## config.mk

```make
export PLATFORM = sky130hd
export DESIGN_NAME = spq_front
export DESIGN_NICKNAME = d
export VERILOG_FILES = /design/src/spq_pkg.sv /design/src/spq_front.sv
export SDC_FILE = /design/constraint.sdc
export NUM_CORES = 2
export LEC_CHECK = 0
export CORE_AREA = 5 5 215 425
export DETAILED_ROUTE_END_ITERATION = 7
export DIE_AREA = 0 0 220 430
export DONT_BUFFER_PORTS = 1
export GPL_ROUTABILITY_DRIVEN = 0
export PLACE_DENSITY_LB_ADDON = 0.12
export SLEW_MARGIN = 30
export SYNTH_ARGS = -nofsm -noshare
export SYNTH_HDL_FRONTEND = slang
export SYNTH_SLANG_ARGS = --single-unit
```

## constraint.sdc

```tcl
create_clock -name i_clk -period 10.8 [get_ports i_clk]
set_clock_uncertainty 0.1 [all_clocks]
set_input_delay 2.16 -clock i_clk [delete_from_list [all_inputs] [get_ports i_clk]]
set_output_delay 2.16 -clock i_clk [all_outputs]
set_load 0.02 [all_outputs]
```

## src/spq_pkg.sv

```systemverilog
`timescale 1ns / 1ps
// ----------------------------------------------------------------------------
// spq_pkg
// Types, constants and helper functions of the singular pair quadrature unit.
// ----------------------------------------------------------------------------
package spq_pkg;

    localparam int GRID_POINTS_PER_AXIS = 8;

    typedef logic [30:0]        t_uq;   // unsigned Q.30, values up to 1.0
    typedef logic signed [34:0] t_sq;   // signed Q.30 working value
    typedef logic [17:0]        t_q116;

    typedef enum logic [1:0] {
        MODE_VERTEX = 2'd0,
        MODE_EDGE   = 2'd1,
        MODE_FACET  = 2'd2
    } t_mode;

    localparam logic [1:0] CFG_MODE   = 2'd0;
    localparam logic [1:0] CFG_PERM_A = 2'd1;
    localparam logic [1:0] CFG_PERM_B = 2'd2;

    localparam logic [2:0] PERM_MAX = 3'd5;
    localparam logic [2:0] MODE_MAX = 3'd2;

    localparam t_sq QONE = t_sq'(35'sd1 <<< 30);

    localparam logic [3:0] LAST_STEP = 4'd8;
    localparam logic [3:0] PUSH_STEP = 4'd9;

    // destination component of each coordinate, per permutation code
    localparam logic [1:0] PERM [6][3] = '{
        '{2'd0, 2'd1, 2'd2}, '{2'd2, 2'd0, 2'd1}, '{2'd1, 2'd2, 2'd0},
        '{2'd0, 2'd2, 2'd1}, '{2'd2, 2'd1, 2'd0}, '{2'd1, 2'd0, 2'd2}
    };

    typedef struct packed {
        logic [3:0][15:0] wgt;
        logic [3:0][15:0] node;
    } t_in;

    // per item products handed from front to back
    typedef struct packed {
        t_uq q;
        t_uq v0;
        t_uq v1;
        t_uq v2;
        t_uq pw;
    } t_job;

    typedef t_sq t_trip [3];

    function automatic t_trip place(input logic [2:0] code, input t_sq c0,
                                    input t_sq c1, input t_sq c2);
        t_trip r;
        logic [2:0] cd;
        cd = (code > PERM_MAX) ? 3'd0 : code;
        r[PERM[cd][0]] = c0;
        r[PERM[cd][1]] = c1;
        r[PERM[cd][2]] = c2;
        return r;
    endfunction

    // Q.30 to Q1.16, round half away from zero, saturate
    function automatic t_q116 to_q116(input t_sq v);
        logic [34:0] mag;
        logic [21:0] m;
        mag = v[34] ? 35'(-v) : 35'(v);
        m = 22'((36'(mag) + 36'd8192) >> 14);
        if (v[34]) begin
            return (m > 22'd131072) ? 18'h20000 : 18'(22'd0 - m);
        end
        return (m > 22'd131071) ? 18'h1FFFF : m[17:0];
    endfunction

endpackage

```

## src/spq_front.sv

```systemverilog
`timescale 1ns / 1ps
// ----------------------------------------------------------------------------
// spq_front
// Takes grid point items and works out their products on one shared
// rounding multiplier, one product per cycle, then queues the job.
// ----------------------------------------------------------------------------
module spq_front (
    input  logic            i_clk,
    input  logic            i_rst_n,
    input  logic [1:0]      i_mode,
    input  logic            i_in_vld,
    output logic            o_in_rdy,
    input  spq_pkg::t_in    i_in,
    output logic            o_push,
    input  logic            i_full,
    output spq_pkg::t_job   o_job
);

    logic          r_hold_vld;
    spq_pkg::t_in  r_hold;
    logic          r_busy;
    logic [3:0]    r_step;
    spq_pkg::t_in  r_cur;
    spq_pkg::t_uq  r_w, r_v0, r_v1, r_v2, r_v3, r_pw;

    spq_pkg::t_uq  op_a, op_b, q, om1, prod_r;
    spq_pkg::t_uq  nd [4];
    spq_pkg::t_uq  wt [4];
    logic [61:0]   prod;
    logic          load;

    always_comb begin
        for (int i = 0; i < 4; i++) begin
            nd[i] = {1'b0, r_cur.node[i], 14'd0};
            wt[i] = {1'b0, r_cur.wgt[i], 14'd0};
        end
    end

    assign q   = nd[0];
    assign om1 = 31'(32'd1 << 30) - q;

    assign o_push = r_busy && (r_step == spq_pkg::PUSH_STEP) && !i_full;
    assign load   = r_hold_vld && (!r_busy || o_push);
    assign o_in_rdy = !r_hold_vld || load;
    assign o_job  = '{q: q, v0: r_v0, v1: r_v1, v2: r_v2, pw: r_pw};

    // operand schedule; every step of every mode multiplies values in [0,1]
    always_comb begin
        op_a = r_w;
        op_b = wt[1];
        case (r_step)
            4'd0: begin op_a = wt[0]; op_b = wt[1]; end
            4'd1: begin op_a = r_w;   op_b = wt[2]; end
            4'd2: begin op_a = r_w;   op_b = wt[3]; end
            4'd3: begin op_a = q;     op_b = nd[1]; end
            4'd4: begin
                op_b = nd[2];
                op_a = (i_mode == spq_pkg::MODE_EDGE)  ? r_v0 :
                       (i_mode == spq_pkg::MODE_FACET) ? om1 : q;
            end
            4'd5: begin
                op_b = nd[3];
                op_a = (i_mode == spq_pkg::MODE_EDGE) ? om1 : r_v1;
            end
            4'd6: begin
                op_a = (i_mode == spq_pkg::MODE_EDGE)  ? r_v0 :
                       (i_mode == spq_pkg::MODE_FACET) ? om1 : r_v1;
                op_b = q;
            end
            4'd7: begin
                op_a = r_v3;
                op_b = (i_mode == spq_pkg::MODE_EDGE)  ? om1 :
                       (i_mode == spq_pkg::MODE_FACET) ? r_v1 : q;
            end
            default: begin op_a = r_w; op_b = r_v3; end
        endcase
    end

    assign prod   = 62'(op_a) * 62'(op_b);
    assign prod_r = 31'((prod + 62'(32'd1 << 29)) >> 30);

    always_ff @(posedge i_clk) begin
        if (!i_rst_n) begin
            r_hold_vld <= 1'b0;
            r_busy     <= 1'b0;
            r_step     <= 4'd0;
        end else begin
            if (i_in_vld && o_in_rdy) begin
                r_hold_vld <= 1'b1;
            end else if (load) begin
                r_hold_vld <= 1'b0;
            end
            if (load) begin
                r_busy <= 1'b1;
                r_step <= 4'd0;
            end else if (o_push) begin
                r_busy <= 1'b0;
            end else if (r_busy && r_step != spq_pkg::PUSH_STEP) begin
                r_step <= r_step + 4'd1;
            end
        end
    end

    always_ff @(posedge i_clk) begin
        if (i_in_vld && o_in_rdy) r_hold <= i_in;
        if (load) r_cur <= r_hold;
        if (r_busy) begin
            case (r_step)
                4'd0, 4'd1, 4'd2: r_w <= prod_r;
                4'd3: r_v0 <= prod_r;
                4'd4: r_v1 <= prod_r;
                4'd5: r_v2 <= prod_r;
                4'd6, 4'd7: r_v3 <= prod_r;
                spq_pkg::LAST_STEP: r_pw <= prod_r;
                default: ;
            endcase
        end
    end

endmodule

```

==> metrics.yaml <==
run_status:
  status: "complete, but fails checks"
  violations: "negative setup slack"
clock_network:
  worstSkewPairLatency_ns: 0.62
  cts_hold_buf: 0
  cts_root_buf: "clkbuf_16"
  htree_levels: 2
  cts_tree: "done"
  clk_pin_slew_worst_paths_ns: 0.07
  clock-sinks: 448
  clockBufferDepth: 3
  cts_buffers: 38
sta:
  rsz0062_at_grt: "yes"
  fmax_mhz: 90.0
  setup_viol: 36
  layout_setup_ws_ns: -0.309
  relSlewSlack_pct: 29.9
  period_share_pct: 103
  finalHoldViolations: 0
  worst_slew_pin_slew_ns: 1.05
  slew_viol_final: 0
  timing.final.crit_period_ns: 11.11
final_layout:
  drive_gt1_share_pct: 17.1
  syn_to_final_growth_pct: 18.4
  nNetsFinal: 6318
  fillCellCount: 7184
setup_path:
  slowest_delay_ns: 0.71
  crit_path_end_kind: "flip-flop"
  path_class: "in2reg"
  crit_fanout: 18
  cp-start-kind: "input port"
  crit_slowest_cell: "fa_2"
  r2r_start: "o_job[140]"
  rr_worst_depth: 38
  r2r_end: "r_v1[30]"
  worstPathRequired_ns: 11.07
  reg2reg_slack_ns: -0.30
  crit_arrival_ns: 11.37
yosys:
  synthCells: 4602
  ys_seq_area_share_pct: 28.1
  synth-warning-count: 0
  synth.distinct_cells: 79
  avgSynthCellArea_um2: 10.3
  synth_flop_cell: "edfxtp_1"
  synth-seq-cells: 448
  synth.area.top_cells: "fa_1 (35%), edfxtp_1 (28%), inv_1 (7.6%), ha_1 (7.3%), nand2_1 (5.7%)"
  synth_area_um2: 47600
  synth_top_area_cell: "fa_1"
  synth_edf_count: 442
  synthDominantCellAreaShare_pct: 35.2
  async_reset_ff_share_pct: 0
floorplan:
  dieArea_um2: 94600
  rows: 154
  io_pins: 291
  die_y_um: 430
  die_w_um: 220
  core-area_um2: 87900
  initial_core_util_pct: 54.2
detailed_routing:
  wirelength_met1_um: 48500
  vias_per_cell: 5.90
  wl_um: 184000
  wl_per_cell_um: 29.3
  drtPass1Iterations: 8
  first_iter_violations: 3120
  dr_total_vias: 37000
  maxUsedRoutingLayer: "met5"
  drc: 0
  wl_met2_um: 91200
  routed-wl-met3_um: 16500
  detail-route-antenna-nets: 0
worst_hold_path:
  holdPathStages: 0
  hold_class: "reg2reg"
  min_from: "r_hold[124]"
  hold_end: "r_cur[124]"
global_routing:
  grt_max_degree: 80
  grt_pass1_wl_um: 265000
  antenna_found_initial: 15
  grt.total_usage_pct: 39.9
  grt_overflow: 0
  grt_pass1_vias: 40700
placement:
  place_ws_ns: -1.49
  portBuffers: 0
  dpl.hpwl_um: 152000
job:
  maxCapViolations: 0
## layer usage
metal,global-route usage [%],vias up
met1,34.7,18400
met3,12.8,1113
met5,0,-
li1,-,15300
met4,42.8,14
met2,67.2,2209
## flip-flops by register name (all words and copies together), names as in the netlist
register,flops
r_w,31
r_pw,31
r_hold,128
r_step,4
r_v1,31
o_job,16
r_busy,1
nd,48
r_v2,31
r_v3,31
r_cur,64
r_v0,31
r_hold_vld,1
## metrics by stage
step	TNS [ns]	instance area (um^2)	std cells	hold WS [ns]	utilization, %
after floorplan	0	47700	4616	0.300	-
after global placement	-89.66	54200	6174	0.301	61.7
after detailed placement	-86.31	54300	6176	0.305	61.8
after CTS	0	55900	6250	0.259	63.6
after global routing	-15.79	56400	6264	0.271	64.1
final	-7.00	56400	6272	0.272	64.2
## kinds of logic (layout without fill, tap and decap cells)
logic type                 count (synthesis)  count (layout)  share of synthesized area [%]
xor gates and xnor gates                  57              57                           1.05
and+or+nand+nor                         1281            1281                           11.2
adders and majority gates               1114            1114                           42.5
other                                      1              23                        0.00788
AOI/OAI and AO/OA                        452             452                           6.85
muxes                                      8               8                          0.171
buffers and inverters                   1241            1719                           10.1
DFF                                      448             448                           28.1
## critical path: cells and delay by family
kind | cells | cell delay [ns]
AND/OR/NAND/NOR | 9 | 1.45
AO/OA/AOI/OAI | 5 | 1.40
multiplexers | 1 | 0.26
adder cells (fa/ha/maj) | 9 | 4.32
buffers and inverters | 13 | 1.73
## Yosys cell counts (all sizes together), types with 25 or more instances
library cell,instances
buf,62
clkbuf,213
nand3,25
a221oi,26
a22o,47
a21o,45
o21ai,66
inv,966
fa,837
xnor2,39
nand4,28
ha,277
edfxtp,442
and2,38
nand2,720
a21oi,91
a22oi,37
nor2,375
## worst max path at each step
stage          startpoint       end  slack (ns)  depth (start not counted)
2_1_floorplan   i_mode[1]  r_pw[20]        0.01                         35
3_3_place_gp    i_mode[1]  r_pw[29]       -1.87                         35
3_5_place_dp    i_mode[1]  r_v2[27]       -1.49                         32
4_1_cts        o_job[140]  r_v1[30]        0.01                         40
5_1_grt        o_job[140]  r_pw[30]       -0.48                         40
6_report        i_mode[0]  r_v1[30]       -0.31                         37
## cell usage in the layout (no fill, tap or decap), types with 18 or more instances in the layout
master / instances
inv_1: 958
fa_1: 822
nand2_1: 720
buf_4: 581
edfxtp_1: 442
nor2_1: 368
ha_1: 262
buf_12: 95
a21oi_1: 80
o21ai_0: 54
a22o_1: 47
a21o_1: 44
and2_1: 38
clkbuf_16: 38
a22oi_1: 37
xnor2_1: 29
nand4_1: 28
nand3_1: 25
a221oi_1: 24
a221o_1: 19
nor2b_1: 18
## cell type report
class	instances	area [um^2]	share of cell area, %
antenna	8	20.0	0.0355
clock buffer	44	973	1.73
clock inverter	20	289	0.513
inverter	966	3630	6.43
multi-input combinational	2927	30200	53.5
sequential	448	13400	23.8
tap	1170	1460	2.60
timing repair buffer	689	6440	11.4
## timing repair
| item | CTS | global route |
|---|---|---|
| setup buffers | 10 | 20 |
| setup endpoints to repair | 102 | 108 |
| pin swaps | 19 | 46 |
| resized for setup | 50 | 75 |
Power is left out: the tool's default activity adds up to more than one toggle a clock period on the data nets, which glitch-free logic cannot reach.
