`src/spq_pkg.sv`:
```
`timescale 1ns / 1ps
// ----------------------------------------------------------------------------
// spq_pkg
// Types, constants and helper functions of the singular pair quadrature unit.
// ----------------------------------------------------------------------------
package spq_pkg;

    localparam int GRID_POINTS_PER_AXIS = 8;

    typedef logic [30:0]        t_uq;   // unsigned Q.30, values up to 1.0
    typedef logic signed [34:0] t_sq;   // signed Q.30 working value
    typedef logic [17:0]        t_q116;

    typedef enum logic [1:0] {
        MODE_VERTEX = 2'd0,
        MODE_EDGE   = 2'd1,
        MODE_FACET  = 2'd2
    } t_mode;

    localparam logic [1:0] CFG_MODE   = 2'd0;
    localparam logic [1:0] CFG_PERM_A = 2'd1;
    localparam logic [1:0] CFG_PERM_B = 2'd2;

    localparam logic [2:0] PERM_MAX = 3'd5;
    localparam logic [2:0] MODE_MAX = 3'd2;

    localparam t_sq QONE = t_sq'(35'sd1 <<< 30);

    localparam logic [3:0] LAST_STEP = 4'd8;
    localparam logic [3:0] PUSH_STEP = 4'd9;

    // destination component of each coordinate, per permutation code
    localparam logic [1:0] PERM [6][3] = '{
        '{2'd0, 2'd1, 2'd2}, '{2'd2, 2'd0, 2'd1}, '{2'd1, 2'd2, 2'd0},
        '{2'd0, 2'd2, 2'd1}, '{2'd2, 2'd1, 2'd0}, '{2'd1, 2'd0, 2'd2}
    };

    typedef struct packed {
        logic [3:0][15:0] wgt;
        logic [3:0][15:0] node;
    } t_in;

    // per item products handed from front to back
    typedef struct packed {
        t_uq q;
        t_uq v0;
        t_uq v1;
        t_uq v2;
        t_uq pw;
    } t_job;

    typedef t_sq t_trip [3];

    function automatic t_trip place(input logic [2:0] code, input t_sq c0,
                                    input t_sq c1, input t_sq c2);
        t_trip r;
        logic [2:0] cd;
        cd = (code > PERM_MAX) ? 3'd0 : code;
        r[PERM[cd][0]] = c0;
        r[PERM[cd][1]] = c1;
        r[PERM[cd][2]] = c2;
        return r;
    endfunction

    // Q.30 to Q1.16, round half away from zero, saturate
    function automatic t_q116 to_q116(input t_sq v);
        logic [34:0] mag;
        logic [21:0] m;
        mag = v[34] ? 35'(-v) : 35'(v);
        m = 22'((36'(mag) + 36'd8192) >> 14);
        if (v[34]) begin
            return (m > 22'd131072) ? 18'h20000 : 18'(22'd0 - m);
        end
        return (m > 22'd131071) ? 18'h1FFFF : m[17:0];
    endfunction

endpackage

```
`src/spq_fifo.sv`:
```
`timescale 1ns / 1ps
// ----------------------------------------------------------------------------
// spq_fifo
// Two-entry job queue between the front and back parts.
// ----------------------------------------------------------------------------
module spq_fifo (
    input  logic            i_clk,
    input  logic            i_rst_n,
    input  logic            i_push,
    input  spq_pkg::t_job   i_job,
    output logic            o_full,
    input  logic            i_pop,
    output logic            o_empty,
    output spq_pkg::t_job   o_job
);

    spq_pkg::t_job r_mem [2];
    logic          r_wp, r_rp;
    logic [1:0]    r_cnt;

    assign o_full  = (r_cnt == 2'd2);
    assign o_empty = (r_cnt == 2'd0);
    assign o_job   = r_mem[r_rp];

    always_ff @(posedge i_clk) begin
        if (!i_rst_n) begin
            r_wp  <= 1'b0;
            r_rp  <= 1'b0;
            r_cnt <= 2'd0;
        end else begin
            if (i_push) r_wp <= ~r_wp;
            if (i_pop)  r_rp <= ~r_rp;
            r_cnt <= r_cnt + 2'(i_push) - 2'(i_pop);
        end
    end

    always_ff @(posedge i_clk) begin
        if (i_push) r_mem[r_wp] <= i_job;
    end

endmodule

```
`config.mk`:
```
export PLATFORM = sky130hd
export DESIGN_NAME = spq_fifo
export DESIGN_NICKNAME = d
export VERILOG_FILES = /design/src/spq_pkg.sv /design/src/spq_fifo.sv
export SDC_FILE = /design/constraint.sdc
export NUM_CORES = 1
export LEC_CHECK = 0
export BUFFER_PORTS_ARGS = -buffer_cell sky130_fd_sc_hd__buf_2
export CAP_MARGIN = 0
export CORE_MARGIN = 3
export CORE_UTILIZATION = 40
export CTS_BUF_LIST = sky130_fd_sc_hd__clkbuf_8
export CTS_CLUSTER_SIZE = 25
export DETAILED_ROUTE_END_ITERATION = 10
export PLACE_DENSITY_LB_ADDON = 0.25
export SYNTH_ARGS = -nofsm -noshare
export SYNTH_HDL_FRONTEND = slang
export SYNTH_SLANG_ARGS = --single-unit
```
`constraint.sdc`:
```
create_clock -name i_clk -period 10.9 [get_ports i_clk]
set_input_delay 0.545 -clock i_clk [delete_from_list [all_inputs] [get_ports i_clk]]
set_output_delay 0.545 -clock i_clk [all_outputs]
set_load 0.005 [all_outputs]
```
==> flow_metrics.tcl, run 1 <==
set metrics [dict create \
    outcome "finished clean" \
    layout.nets 1019 \
    numPortBuffers 315 \
    rsz0062_at_grt "false" \
    synth_area_sq_mm 0.01150 \
    p_leak_nw 5.355 \
    antenna_found_initial 5 \
    fin_cells 1273 \
    synth_area_leaders "edfxtp_1, mux2_2, clkbuf_8" \
    seqPwrFrac_pct 56.6 \
    postPlaceCellArea_sq_mm 0.01338 \
    p_switching_uw 559.9 \
    min_period_ns 3.854 \
    grt_max_degree 82 \
    hold_slack_ns 0.1867 \
    setup_viol 0 \
    final_cell_area_sq_mm 0.01425 \
    drt_iter0_drc 220 \
    timing.fmax_mhz 259.5 \
    finalSetupTns_ns 0 \
    clockBufferDepth 3 \
    switching_share_pct 22.19 \
    hp-class "primary input to flip-flop" \
    cts-root-buf "clkbuf_8" \
    fp-row-count 61 \
    dieHeight_um 175.6 \
    h-tree-depth 2 \
    die_area_sq_mm 0.03082 \
    cp.required_ns 10.36 \
    finalClockSkew_ns 0.02142 \
    synth_top_area_cell "edfxtp_1" \
    crit_family "buffers and inverters" \
    antenna_cells 0 \
    synthCells 503 \
    ys_async_sr_fraction_pct 0 \
    internal_power_mw 1.964 \
    ys_ff_latch 315 \
    cts_tree "yes" \
    start_kind "flip-flop" \
    syn-num-nets 664 \
    arrival_ns 3.31 \
    clock-sinks 315 \
    cts.clk_slew.worst_paths_ns 0.06 \
    synth-edff-count 310 \
    pwr-share-comb_pct 9.3 \
    avgViaCountPerCell 4.608 \
    ys.flop_type "edfxtp_1" \
    die_x_um 175.6 \
    ioPinCount 316 \
    worst_slew_pin_slew_ns 1.156 \
    grt_pass1_wl_mm 33.21 \
    hpwl_mm 14.21 \
    slew_violations 0 \
    ys_types 13 \
    cts-hold-fix-buffers 0 \
    p_clk_share_pct 34.1 \
    power_density_mw_per_mm2 177.1 \
    grt_pass1_vias 6193 \
    detail-route-antenna-nets 0 \
    critPathKind "flip-flop to primary output" \
    slowest_delay_ns 1.01 \
    worstPathBufferInverterCount 2 \
    vias 5866 \
    yosysSeqAreaShare_pct 81.81 \
    cts-resized-gates 0 \
    start_util_pct 40.95 \
    yosysWarnings 0 \
    drive_gt1_share_pct 60.56 \
    track_usage_pct 13.77 \
    wire_per_inst_um 17.43 \
    slew_headroom_pct 22.96 \
    routed_wirelength_mm 22.19 \
    end_kind "primary output" \
    synth_common_cells "edfxtp_1, mux2_2, clkbuf_8" \
    period_share_pct 35.36 \
    dpl.cell_count 1184 \
    core-area_sq_mm 0.02809 \
    path_cells "buf_4 > mux2_2 > buf_2" \
    slowest_stage "dfxtp_4" \
    synth_top_area_share_pct 80.94 \
    cap_violations 0 \
    syn_avg_cell_area_sq_um 22.86 \
    fillCellCount 2445 \
    irDropWorstVdd_mv 0.1298 \
    clock_latency_ns 0.54 \
    worstPathMaxFanout 81 \
    numCtsBuffers 50 \
    drc_errors 0 \
    cts_setup_buffers 0 \
    synth_most_common_cell "edfxtp_1" \
    firstDrtPassIters 4 \
    final_hold_viol_count 0 \
    gr-total-overflow 0 \
    syn_to_final_growth_pct 23.87 \
    routabilityCongestion 0.7044 \
]
==> cell families after synthesis <==
logic type / count (synthesis) / synth area share (%)
compound gates: 1 / 0.06530
buf+inv: 19 / 1.991
mux: 155 / 15.18
flops: 315 / 81.81
xor+xnor: 2 / 0.2720
simple gates: 9 / 0.4677
fa+ha+maj: 2 / 0.2175
==> worst paths after layout <==
kind	startpoint	end	slack, ns	depth (start not counted)
min reg2reg	r_rp$_SDFFE_PN0P_	flip-flop	0.58	2
max	flip-flop	o_job[126]	7.05	3
max reg2reg	r_wp$_SDFFE_PN0P_	r_mem[0][120]$_DFFE_PP_	8.70	2
min	i_job[1]	r_mem[0][1]$_DFFE_PP_	0.19	1
==> per-layer routing <==
layer | vias to the layer above | global-route usage [%] | share of wire, %
met2 | 254 | 21.73 | 46
met3 | 54 | 6.982 | 11
met1 | 2821 | 16.57 | 40
met5 | - | 0 | 0.31
met4 | 10 | 4.355 | 2.1
li1 | 2727 | - | -
==> per-stage QoR <==
step                setup WS (ns)  util, %  power [mW]
floorplan                   2.933        -       1.588
finish                      7.046    50.72       2.523
global route                6.855    50.72       2.647
CTS                         6.983    50.72       2.571
detailed placement          7.591    47.64       1.694
global placement            7.556    47.64       1.689
==> registers in the layout, indices dropped and copies added (netlist names), named ones only <==
signal,cells
r_mem,310
r_wp,1
r_rp,1
r_cnt,2
==> cell type report <==
class / count / area (sq um) / share of cell area, %
multi-input cells: 169 / 1873 / 13.15
flip-flops and latches: 315 / 9413 / 66.07
clock buffers: 51 / 701.9 / 4.927
repair buffers: 320 / 1614 / 11.33
clock inverters: 38 / 163.9 / 1.151
well taps: 378 / 473.0 / 3.320
inverters: 2 / 7.507 / 0.05270
==> cells in the final DEF, fill, tap and decap left out, types with 2 or more instances in the layout <==
cell type and count:
clkinv_1 15, clkbuf_8 51, buf_2 315, clkinv_2 11, ha_1 2, dfxtp_1 4
and2_1 3, inv_1 12, mux2_2 155, edfxtp_1 310, clkinvlp_4 2, buf_4 5
nor2b_1 3
==> power by group through the flow <==
stage | clock network (mW) | registers [mW] | logic (mW)
2_1_floorplan | 0 | 1.45 | 0.139
3_3_place_gp | 0 | 1.45 | 0.239
3_5_place_dp | 0 | 1.45 | 0.241
4_1_cts | 0.900 | 1.43 | 0.243
5_1_grt | 0.955 | 1.43 | 0.260
6_report | 0.860 | 1.43 | 0.236
No activity file was read; power rests on OpenSTA's default activity.
==> inputs of run 2 (changes only) <==
==> constraint.sdc (replaced) <==
create_clock -name i_clk -period 3.4 [get_ports i_clk]
set_input_delay 0.17 -clock i_clk [delete_from_list [all_inputs] [get_ports i_clk]]
set_output_delay 0.17 -clock i_clk [all_outputs]
set_load 0.005 [all_outputs]
==> flow_metrics.tcl, run 2 (synthesis gave the netlist of run 1 again) <==
set metrics [dict create \
    outcome "finished clean" \
    reg2reg_slack_ns 1.59 \
    grt_max_degree 91 \
    track_usage_pct 15.27 \
    hold_end "r_mem[0][12]$_DFFE_PP_" \
    wire_per_inst_um 16.87 \
    gr-total-overflow 0 \
    fillCellCount 2269 \
    r2r_start "r_wp$_SDFFE_PN0P_" \
    final_hold_viol_count 0 \
    h-tree-depth 2 \
    routed_wirelength_mm 24.31 \
    mostFrequentLayoutCells "buf_2, edfxtp_1, dlygate4sd3_1" \
    slew_violations 0 \
    detail-route-antenna-nets 0 \
    slowest_delay_ns 0.56 \
    drive_gt1_share_pct 50.89 \
    cts.clk_slew.worst_paths_ns 0.06 \
    syn_to_final_growth_pct 38.97 \
    r2r_end "r_mem[1][0]$_DFFE_PP_" \
    multi_input_area_sq_mm 0.001873 \
    layout.nets 1183 \
    largest_reg_flops 310 \
    cts-root-buf "clkbuf_8" \
    numCtsBuffers 52 \
    ioPinCount 316 \
    core-area_sq_mm 0.02809 \
    clockBufferDepth 3 \
    path_cells "buf_12 > mux2_2 > buf_2" \
    setup_viol 0 \
    start_kind "flip-flop" \
    cts_setup_buffers 0 \
    dieHeight_um 175.6 \
    slowest_stage "dfxtp_4" \
    critPathKind "flip-flop to primary output" \
    finalSetupTns_ns 0 \
    min_period_ns 2.343 \
    hp-class "primary input to flip-flop" \
    avgViaCountPerCell 4.486 \
    antenna_found_initial 1 \
    largestRegisters "r_mem (310), r_cnt (2)" \
    clock_latency_ns 0.54 \
    top_register "r_mem" \
    worst_slew_pin_slew_ns 0.9512 \
    worstPathMaxFanout 79 \
    arrival_ns 2.17 \
    final_common_cell "buf_2" \
    rsz0062_at_grt "false" \
    routabilityCongestion 0.7087 \
    worstPathBufferInverterCount 2 \
    hpwl_mm 14.60 \
    die_area_sq_mm 0.03082 \
    numPortBuffers 315 \
    min_from "i_job[12]" \
    place_ws_ns 1.570 \
    crit_family "flip-flops" \
    cp.required_ns 3.23 \
    start_util_pct 40.95 \
    irDropWorstVdd_mv 0.3602 \
    utilization_pct 56.90 \
    die_x_um 175.6 \
    slew_headroom_pct 36.59 \
    antenna_cells 0 \
    vias 6465 \
    grt_pass1_wl_mm 37.33 \
    regArea_sq_mm 0.009413 \
    period_share_pct 68.92 \
    timing.fmax_mhz 426.7 \
    clock-sinks 315 \
    hold_depth 2 \
    finalClockSkew_ns 0.01605 \
    cap_violations 0 \
    power_density_mw_per_mm2 525.8 \
    fin_ws_ns 1.057 \
    cts_tree "yes" \
    drc_errors 0 \
    r2r_cells 2 \
    fp-row-count 61 \
    p_leak_nw 6.123 \
    drt_iter0_drc 327 \
    end_kind "primary output" \
    firstDrtPassIters 6 \
    grt_pass1_vias 7008 \
]
-- run 2: changes by cell type in the layout (fill, tap and decap cells not counted), sizes merged --
cell / delta
bufinv: +1
buf: +3
clkinv: -11
clkbuf: +2
dlygate4sd3: +159
inv: +14
-- run 2: per-stage QoR --
| stage | power, mW | hold WS [ns] | instance area, sq um | cells |
|---|---|---|---|---|
| 6_report | 8.404 | 0.3476 | 15980 | 1441 |
| 5_1_grt | 8.779 | 0.3128 | 15980 | 1441 |
| 4_1_cts | 8.525 | 0.2965 | 15980 | 1441 |
| 3_5_place_dp | 5.441 | 0.3607 | 13470 | 1187 |
| 3_3_place_gp | 5.426 | 0.3578 | 13470 | 1187 |
| 2_1_floorplan | 5.063 | 0.2689 | 11510 | 503 |
-- run 2: cell type report --
type | instances | area share (%)
clock buffers | 53 | 4.564
repair buffers | 482 | 20.59
flip-flops and latches | 315 | 58.89
inverters | 2 | 0.04697
clock inverters | 42 | 1.229
multi-input cells | 169 | 11.72
well taps | 378 | 2.959
-- run 2: worst max-delay path by stage --
stage,depth (start not counted),to,from
after global placement,2,r_mem[1][150]$_DFFE_PP_,r_wp$_SDFFE_PN0P_
after floorplan,1,r_mem[0][0]$_DFFE_PP_,r_wp$_SDFFE_PN0P_
after CTS,3,o_job[108],flip-flop
after detailed placement,2,r_mem[1][150]$_DFFE_PP_,r_wp$_SDFFE_PN0P_
after global routing,3,o_job[154],flip-flop
final,3,o_job[154],flip-flop
-- run 2: what timing repair did --
action                                 4_1_cts  5_1_grt
hold buffers                               159        0
endpoints found under the hold margin      315        0
gates resized for setup                      0        0
-- run 2: per-layer routing --
layer	GRT usage, %	share of wire [%]
met3	5.275	8.5
met1	17.81	39
met4	5.081	2.4
met2	26.46	50
met5	0	0.053
-- run 2: report_power, final --
| part | switching [mW] | internal (mW) |
|---|---|---|
| clock | 1.38 | 1.52 |
| sequential | 0.0539 | 4.50 |
| combinational | 0.417 | 0.535 |
==> inputs of run 3 (changes only) <==
==> constraint.sdc (replaced) <==
create_clock -name i_clk -period 2.2 [get_ports i_clk]
set_input_delay 0.11 -clock i_clk [delete_from_list [all_inputs] [get_ports i_clk]]
set_output_delay 0.11 -clock i_clk [all_outputs]
set_load 0.005 [all_outputs]
==> flow_metrics.tcl, run 3 (synthesis gave the netlist of run 1 again) <==
set metrics [dict create \
    r2r_start "r_wp$_SDFFE_PN0P_" \
    syn_to_final_growth_pct 39.16 \
    clock_latency_ns 0.55 \
    p_leak_nw 6.116 \
    top_register "r_mem" \
    drive_gt1_share_pct 51.65 \
    final_common_cell "buf_2" \
    routed_wirelength_mm 24.96 \
    track_usage_pct 15.53 \
    clock-sinks 315 \
    h-tree-depth 2 \
    start_util_pct 40.95 \
    cts-root-buf "clkbuf_8" \
    vias 6557 \
    cts.clk_slew.worst_paths_ns 0.06 \
    core-area_sq_mm 0.02809 \
    rsz0062_at_grt "false" \
    antenna_found_initial 2 \
    clockBufferDepth 3 \
    setup_viol 0 \
    arrival_ns 1.89 \
    ioPinCount 316 \
    cts_tree "yes" \
    worst_slew_pin_slew_ns 0.5948 \
    crit_end "o_job[131]" \
    slew_headroom_pct 60.34 \
    path_cells "buf_12 > mux2_2 > buf_2" \
    avgViaCountPerCell 4.550 \
    grt_pass1_wl_mm 37.79 \
    worstPathMaxFanout 48 \
    cp.required_ns 2.09 \
    fillCellCount 2284 \
    wire_per_inst_um 17.32 \
    grt_pass1_vias 7137 \
    die_area_sq_mm 0.03082 \
    largestRegisters "r_mem (310), r_cnt (2)" \
    gr-total-overflow 0 \
    mostFrequentLayoutCells "buf_2, edfxtp_1, dlygate4sd3_1" \
    slew_violations 0 \
    end_kind "primary output" \
    critPathKind "flip-flop to primary output" \
    hold_slack_ns 0.2833 \
    layout.nets 1183 \
    numPortBuffers 315 \
    finalPower_mw 12.90 \
    period_share_pct 91.10 \
    postPlaceCellArea_sq_mm 0.01351 \
    r2r_end "r_mem[1][7]$_DFFE_PP_" \
    irDropWorstVdd_mv 0.6378 \
    final_cell_area_sq_mm 0.01601 \
    final_hold_viol_count 0 \
    detail-route-antenna-nets 0 \
    slowest_delay_ns 0.49 \
    die_x_um 175.6 \
    slowest_stage "dfxtp_4" \
    min_period_ns 2.004 \
    utilization_pct 56.99 \
    drt_iter0_drc 327 \
    timing.fmax_mhz 498.9 \
    finalClockSkew_ns 0.01184 \
    grt_max_degree 97 \
    outcome "finished clean" \
    fp-row-count 61 \
    firstDrtPassIters 4 \
    power_density_mw_per_mm2 805.8 \
    dieHeight_um 175.6 \
    largest_reg_flops 310 \
    reg2reg_slack_ns 0.79 \
    drc_errors 0 \
    cap_violations 0 \
    start_kind "flip-flop" \
    hp-class "primary input to flip-flop" \
    hpwl_mm 15.06 \
    routabilityCongestion 0.7175 \
    r2r_cells 2 \
    numCtsBuffers 50 \
]
## run 3: area by class of cell
| cell class | instances | area, sq um | area share [%] |
|---|---|---|---|
| clock buffers | 53 | 729.5 | 4.558 |
| diodes | 2 | 5.005 | 0.03127 |
| inverters | 2 | 7.507 | 0.04690 |
| clock inverters | 38 | 156.4 | 0.9772 |
| well taps | 378 | 473.0 | 2.955 |
| repair buffers | 484 | 3347 | 20.91 |
| flip-flops and latches | 315 | 9414 | 58.82 |
| multi-input cells | 169 | 1873 | 11.70 |
## run 3: repair_timing
item / CTS / global route
hold buffers: 159 / 0
setup buffers: 0 / 1
endpoints found under the setup margin: 0 / 21
hold endpoints to repair: 316 / 0
resized for setup: 0 / 0
## run 3: worst min-delay path by stage
stage / slack [ns] / start / end / depth (start not counted)
after detailed placement: 0.30 / i_job[142] / r_mem[0][142]$_DFFE_PP_ / 1
after floorplan: 0.21 / i_job[0] / r_mem[0][0]$_DFFE_PP_ / 0
final: 0.28 / i_job[52] / r_mem[1][52]$_DFFE_PP_ / 2
after CTS: 0.23 / i_job[142] / r_mem[0][142]$_DFFE_PP_ / 2
after global placement: 0.30 / i_job[88] / r_mem[1][88]$_DFFE_PP_ / 1
after global routing: 0.24 / i_job[52] / r_mem[1][52]$_DFFE_PP_ / 2
## run 3: critical path, delay by kind of cell, from the launching register on
| family | cells | cell delay (ns) |
|---|---|---|
| flip-flops | 1 | 0.49 |
| multiplexers | 1 | 0.38 |
| buffers and inverters | 2 | 0.44 |
## run 3: per-stage QoR
| step | cells | TNS (ns) | setup slack, ns |
|---|---|---|---|
| 6_report | 1441 | 0 | 0.1957 |
| 5_1_grt | 1440 | 0 | 0.08128 |
| 4_1_cts | 1438 | 0 | 0.03876 |
| 3_5_place_dp | 1188 | 0 | 0.6450 |
| 3_3_place_gp | 1188 | 0 | 0.6414 |
| 2_1_floorplan | 503 | -209.61 | -0.8449 |
## run 3: where the power goes
part           leakage [nW]  internal (mW)  switching, mW
Sequential             2.95           6.94         0.0823
Clock                 0.527           2.22           2.14
Combinational          2.64          0.846          0.659
## run 3: metal layers
metal | wire length, um | global-route usage (%)
met5 | 0 | 0
met4 | 499 | 4.586
met3 | 2089 | 5.491
met2 | 12290 | 26.46
met1 | 10080 | 18.68
